<file path="src/rtl/lgs_pkg.sv">
// Package for the LDA Gibbs token sampler.
// Holds the item structs, sizes, register map and sequencer states.
// No dependencies.
`timescale 1ns / 1ps

package lgs_pkg;

    localparam int MaxTopics = 16;
    localparam int MaxTerms  = 4096;
    localparam int MaxDocs   = 256;
    localparam int MaxTokens = 65536;

    localparam int KW   = $clog2(MaxTopics);       // topic index bits
    localparam int WW   = $clog2(MaxTerms);        // word index bits
    localparam int DW   = $clog2(MaxDocs);         // document index bits
    localparam int SW   = $clog2(MaxTokens);       // token slot bits
    localparam int CW   = 17;                      // count width
    localparam int NUMW = CW + 16 + 1;             // ratio numerator bits
    localparam int DENW = 38;                      // ratio denominator bits
    localparam int QW   = 17;                      // ratio and weight bits
    localparam int TOTW = QW + KW;                 // total weight bits
    localparam int PW   = 37;                      // scaled prior bits

    localparam logic [CW-1:0] CountMax = {CW{1'b1}};
    localparam logic [QW-1:0] QOne     = QW'(65536);

    // Configuration register indexes.
    localparam logic [1:0] RegNumTopics = 2'd0;
    localparam logic [1:0] RegNumTerms  = 2'd1;
    localparam logic [1:0] RegAlpha     = 2'd2;
    localparam logic [1:0] RegBeta      = 2'd3;

    // Opcodes.
    localparam logic OpInit     = 1'b0;
    localparam logic OpResample = 1'b1;

    typedef struct packed {
        logic        opcode;
        logic [7:0]  doc_index;
        logic [11:0] word_id;
        logic [15:0] token_slot;
        logic [15:0] random_value;
    } in_item_t;

    typedef struct packed {
        logic [3:0] new_topic;
        logic [3:0] old_topic;
        logic       count_fault;
    } out_item_t;

    typedef enum logic [4:0] {
        S_CLEAR,
        S_IDLE,
        S_INIT_MUL,
        S_TOK_RD,
        S_REM_RD,
        S_REM_WR,
        S_PRE_BV,
        S_PRE_AK,
        S_K_RD,
        S_DIV1_GO,
        S_DIV1,
        S_DIV2_GO,
        S_DIV2,
        S_WEIGHT,
        S_TARGET,
        S_SELECT,
        S_ADD_RD,
        S_ADD_WR
    } state_t;

endpackage

</file>
<file path="src/rtl/lgs_div.sv">
// Iterative Q.16 ratio divider: (num << 16) / den, saturated at 1.0.
// One restoring step per cycle, 17 steps. Depends on lgs_pkg.
`timescale 1ns / 1ps

module lgs_div
    import lgs_pkg::*;
(
    input  logic            clk,
    input  logic            rst_n,
    input  logic            start,
    input  logic [NUMW-1:0] num,
    input  logic [DENW-1:0] den,
    output logic            done,
    output logic [QW-1:0]   quot
);

    logic            busy_reg, busy_next;
    logic            done_reg, done_next;
    logic [4:0]      cnt_reg, cnt_next;
    logic [DENW:0]   rem_reg, rem_next;
    logic [DENW-1:0] den_reg, den_next;
    logic [QW-1:0]   q_reg, q_next;
    logic [DENW:0]   diff;
    logic            ge;
    logic [QW-1:0]   q_step;

    always_ff @(posedge clk or negedge rst_n)
    begin
        if (!rst_n)
        begin
            busy_reg <= 1'b0;
            done_reg <= 1'b0;
            cnt_reg  <= '0;
        end
        else
        begin
            busy_reg <= busy_next;
            done_reg <= done_next;
            cnt_reg  <= cnt_next;
        end
    end

    always_ff @(posedge clk)
    begin
        rem_reg <= rem_next;
        den_reg <= den_next;
        q_reg   <= q_next;
    end

    // One compare and subtract per cycle.
    always_comb
    begin
        ge        = rem_reg >= {1'b0, den_reg};
        diff      = rem_reg - {1'b0, den_reg};
        q_step    = {q_reg[QW-2:0], ge};
        busy_next = busy_reg;
        done_next = 1'b0;
        cnt_next  = cnt_reg;
        rem_next  = rem_reg;
        den_next  = den_reg;
        q_next    = q_reg;
        if (start)
        begin
            den_next = den;
            if (den == '0)
            begin
                q_next    = '0;
                done_next = 1'b1;
            end
            else if ({5'b0, num} >= {den, 1'b0})
            begin
                q_next    = QOne;
                done_next = 1'b1;
            end
            else
            begin
                rem_next  = (DENW+1)'(num);
                q_next    = '0;
                cnt_next  = 5'(QW);
                busy_next = 1'b1;
            end
        end
        else if (busy_reg)
        begin
            rem_next = ge ? {diff[DENW-1:0], 1'b0} : {rem_reg[DENW-1:0], 1'b0};
            q_next   = q_step;
            cnt_next = cnt_reg - 5'd1;
            if (cnt_reg == 5'd1)
            begin
                busy_next = 1'b0;
                done_next = 1'b1;
                if (q_step > QOne)
                begin
                    q_next = QOne;
                end
            end
        end
    end

    assign done = done_reg;
    assign quot = q_reg;

endmodule

</file>
<file path="config.mk">
export PLATFORM = sky130hd
export DESIGN_NAME = lgs_div
export DESIGN_NICKNAME = d
export VERILOG_FILES = /design/src/rtl/lgs_pkg.sv /design/src/rtl/lgs_div.sv
export SDC_FILE = /design/constraint.sdc
export NUM_CORES = 1
export LEC_CHECK = 0
export BUFFER_PORTS_ARGS = -buffer_cell sky130_fd_sc_hd__buf_2
export CAP_MARGIN = 20
export CELL_PAD_IN_SITES_DETAIL_PLACEMENT = 1
export CELL_PAD_IN_SITES_GLOBAL_PLACEMENT = 1
export CORE_ASPECT_RATIO = 0.7
export CORE_MARGIN = 4
export CORE_UTILIZATION = 30
export CTS_BUF_LIST = sky130_fd_sc_hd__clkbuf_4
export DETAILED_ROUTE_END_ITERATION = 10
export HOLD_SLACK_MARGIN = 0.03
export PLACE_DENSITY = 0.63
export SLEW_MARGIN = 20
export SYNTH_ARGS = -nofsm -noshare
export SYNTH_HDL_FRONTEND = slang
export SYNTH_SLANG_ARGS = --single-unit
</file>
<file path="constraint.sdc">
create_clock -name clk -period 4.1 [get_ports clk]
set_input_delay 0.82 -clock clk [delete_from_list [all_inputs] [get_ports clk]]
set_output_delay 0.82 -clock clk [all_outputs]
set_load 0.05 [all_outputs]
</file>
==> flow_summary.yaml <==
synthesis:
  synth_top_area_cell: "edfxtp_1"
  synthCells: 755
  synth_nets: 904
  ys_warn_count: 0
  postSynthRegisterBits: 101
  syn_avg_cell_area_um2: 9.96
  synthesis.area_um2: 7520
  synth_flop_cell: "edfxtp_1"
  synthTopCellsByArea: "edfxtp_1, ha_1, inv_1"
  synthDominantCellAreaShare_pct: 37.5
  synthMostInstantiatedCell: "edfxtp_1"
  synth_cell_type_count: 71
  synthTopCellsByCount: "edfxtp_1, inv_1, ha_1, a21oi_1"
  ys_seq_area_share_pct: 39.9
  async_reset_ff_share_pct: 6.93
  synth_enable_flop_cells: 94
layout:
  share_of_layout_cells_above_drive_strength_1_pct: 19.5
  layout-area-overhead-vs-synth_pct: 14.3
  design.final.nets: 999
  largest_register_ffs: 39
  final-instance-count-excl-fill: 1181
  fillerInstances: 2847
route:
  detail_route.vias_per_cell: 5.16
  drc_errors: 0
  routed_wl_um: 23200
  detail_route.iter0.violations: 426
  drt_pass1_iterations: 4
  routed_wire_length_per_instance_um: 19.7
  final_antenna_net_count: 0
  dr_total_vias: 6096
timing:
  grt_setup_unrepaired: "no"
  setup_viol: 0
  finalHoldWorstSlack_ps: 481
  clock_skew_ps: 35.4
  worstMarginPinSlew_ps: 933
  fmax_mhz: 276
  final_min_period_over_clock_period_pct: 88.5
  layout_min_cycle_time_ps: 3630
  max-slew-margin-rel_pct: 36.9
  setup_tns_ps: 0
  report.final.hold_viol_count: 0
  slew_violations: 0
clock_tree:
  clock_tree_from_tritoncts: "built"
  tritoncts.num_buffers: 9
  h-tree-depth: 3
  ctsRootBufferMaster: "clkbuf_4"
  worst_skew_pair.late_latency_ps: 530
  post_cts.resized_instances: 0
  worst_setup_hold_path_clk_slew_ps: 190
  count_of_clock_tree_sinks: 101
  cts_setup_buffers: 0
  clockBufferDepth: 2
grt:
  initial_antenna_violation_count: 1
  vias_in_the_first_global_route: 6305
  grt_use_total_pct: 16.7
  grt_pass1_wl_um: 36300
  grt_max_degree: 45
  grt_remaining_overflow: 0
setup_path:
  cp_max_fo: 19
  worstPathRequired_ps: 4400
  critPathKind: "flip-flop to flip-flop"
  critical_path.endpoint_type: "flip-flop"
  startpoint_type: "flip-flop"
  worst_ep_arrival_time_ps: 3930
power_and_ir_drop:
  net-switching-power_uw: 2510
  ir_drop_mv: 0.265
  share_comb_of_total_power_pct: 60.8
  cellLeakagePower_uw: 0.00390
  seqPwrFrac_pct: 28.8
  pwr_density_cell_nw_per_um2: 646
  power.internal_uw: 3050
  sw_frac_of_total_pct: 45.2
  part_of_the_total_power_dissipated_in_the_clock_network_pct: 10.4
status:
  result_of_the_run: "completed"
die:
  fp-row-count: 48
  floorplan.core_area_um2: 24700
  die_h_um: 140
  die_area_um2: 27700
  initial_core_util_pct: 30.5
  die_w_um: 197
  io_pins: 93
placement:
  gp_congestion: 0.874
  dpl.cell_count: 1163
  place.port_buffers: 92
  dpl.hpwl_um: 18500
hold_path:
  worst_hold_check_path_type: "primary input to flip-flop"
job:
  timing.max_cap.violations: 0
## cell type report
type / count / area, um^2 / share of cell area, %
multi-input combinational: 542 / 4100 / 47.7
sequential: 101 / 3000 / 34.9
timing repair buffer: 109 / 606 / 7.05
tap: 325 / 407 / 4.73
inverter: 87 / 327 / 3.80
clock inverter: 7 / 88.8 / 1.03
clock buffer: 9 / 67.6 / 0.786
antenna: 1 / 2.50 / 0.0291
## metrics by stage
step           worst slack [ps]  utilization, %  total power (uW)  cell area, um^2
2_1_floorplan               497               -              4080             7520
3_3_place_gp                352            34.1              4920             8410
3_5_place_dp                369            34.1              4960             8410
4_1_cts                     330            34.7              5580             8570
5_1_grt                     271            34.8              5990             8600
6_report                    471            34.8              5560             8600
## routing by layer
layer / GRT usage [%] / routed length, um / up-vias
met2: 23.2 / 9220 / 133
li1: - / - / 2980
met1: 26.7 / 12700 / 2969
met5: 0 / 0 / -
met4: 2.88 / 209 / 0
met3: 3.58 / 1070 / 14
## placed cells by master, fill, tap and decap left out, types with 8 or more instances in the layout
master	netlist	final
edfxtp_1	94	94
buf_2	5	91
inv_1	87	87
ha_1	73	73
a21oi_1	60	60
a21o_1	39	39
nand2_1	39	38
nor2_1	27	27
xnor2_1	27	27
o21ai_0	22	22
nand3_1	19	19
mux2_2	19	19
and2_1	18	18
nand4_1	17	17
nor4_1	18	17
buf_4	1	16
nor3_1	13	13
nor2b_1	13	13
mux2_4	10	10
o21ai_1	9	9
a31oi_1	10	9
clkbuf_4	0	9
o21a_1	8	8
o21bai_1	8	8
nand2b_1	8	8
## worst max-delay path: stages, from the launching register on
cell and delay, ps:
edfxtp_1 440, ha_1 390, a21oi_1 190, o21ai_1 160
or3_1 400, o21ai_4 220, a2111oi_4 120, o311ai_4 330
buf_4 250, and2_1 160, buf_4 320, o21ai_1 150
mux2_2 270
## repair_timing
item | in CTS | in global routing
hold endpoints to repair | 0 | 5
endpoints found under the setup margin | 0 | 0
hold buffers | 0 | 1
## power groups by stage
stage               registers [uW]  logic, uW  clock network [uW]
global placement              1620       3310                   0
global route                  1630       3710                 645
floorplan                     1630       2450                   0
CTS                           1600       3360                 611
detailed placement            1620       3340                   0
finish                        1600       3380                 578
## kinds of logic (layout without fill, tap and decap cells)
logic type	after synthesis	in the layout	share of synthesized area, %
adders and majority gates	74	74	12.4
muxes	36	36	5.79
DFF	101	101	39.9
buffers and inverters	112	212	5.84
xor gates and xnor gates	34	34	3.96
and+or+nand+nor	199	199	14.3
AOI/OAI and AO/OA	199	199	17.8
other	0	1	0
## path summary, 6_finish.rpt
| path | to | cells past startpoint | slack, ps | start |
|---|---|---|---|---|
| min | den_reg[36] | 1 | 480 | den[36] |
| max | rem_reg[4] | 12 | 470 | rem_reg[8] |
| min in group asynchronous | done | 2 | 620 | rst_n |
| min reg2reg | cnt_reg[4] | 2 | 550 | cnt_reg[4] |
| max in group asynchronous | cnt_reg[2] | 2 | 3300 | rst_n |
| max reg2reg | rem_reg[4] | 12 | 470 | rem_reg[8] |
Note: power is estimated with default switching activity, not from simulation.
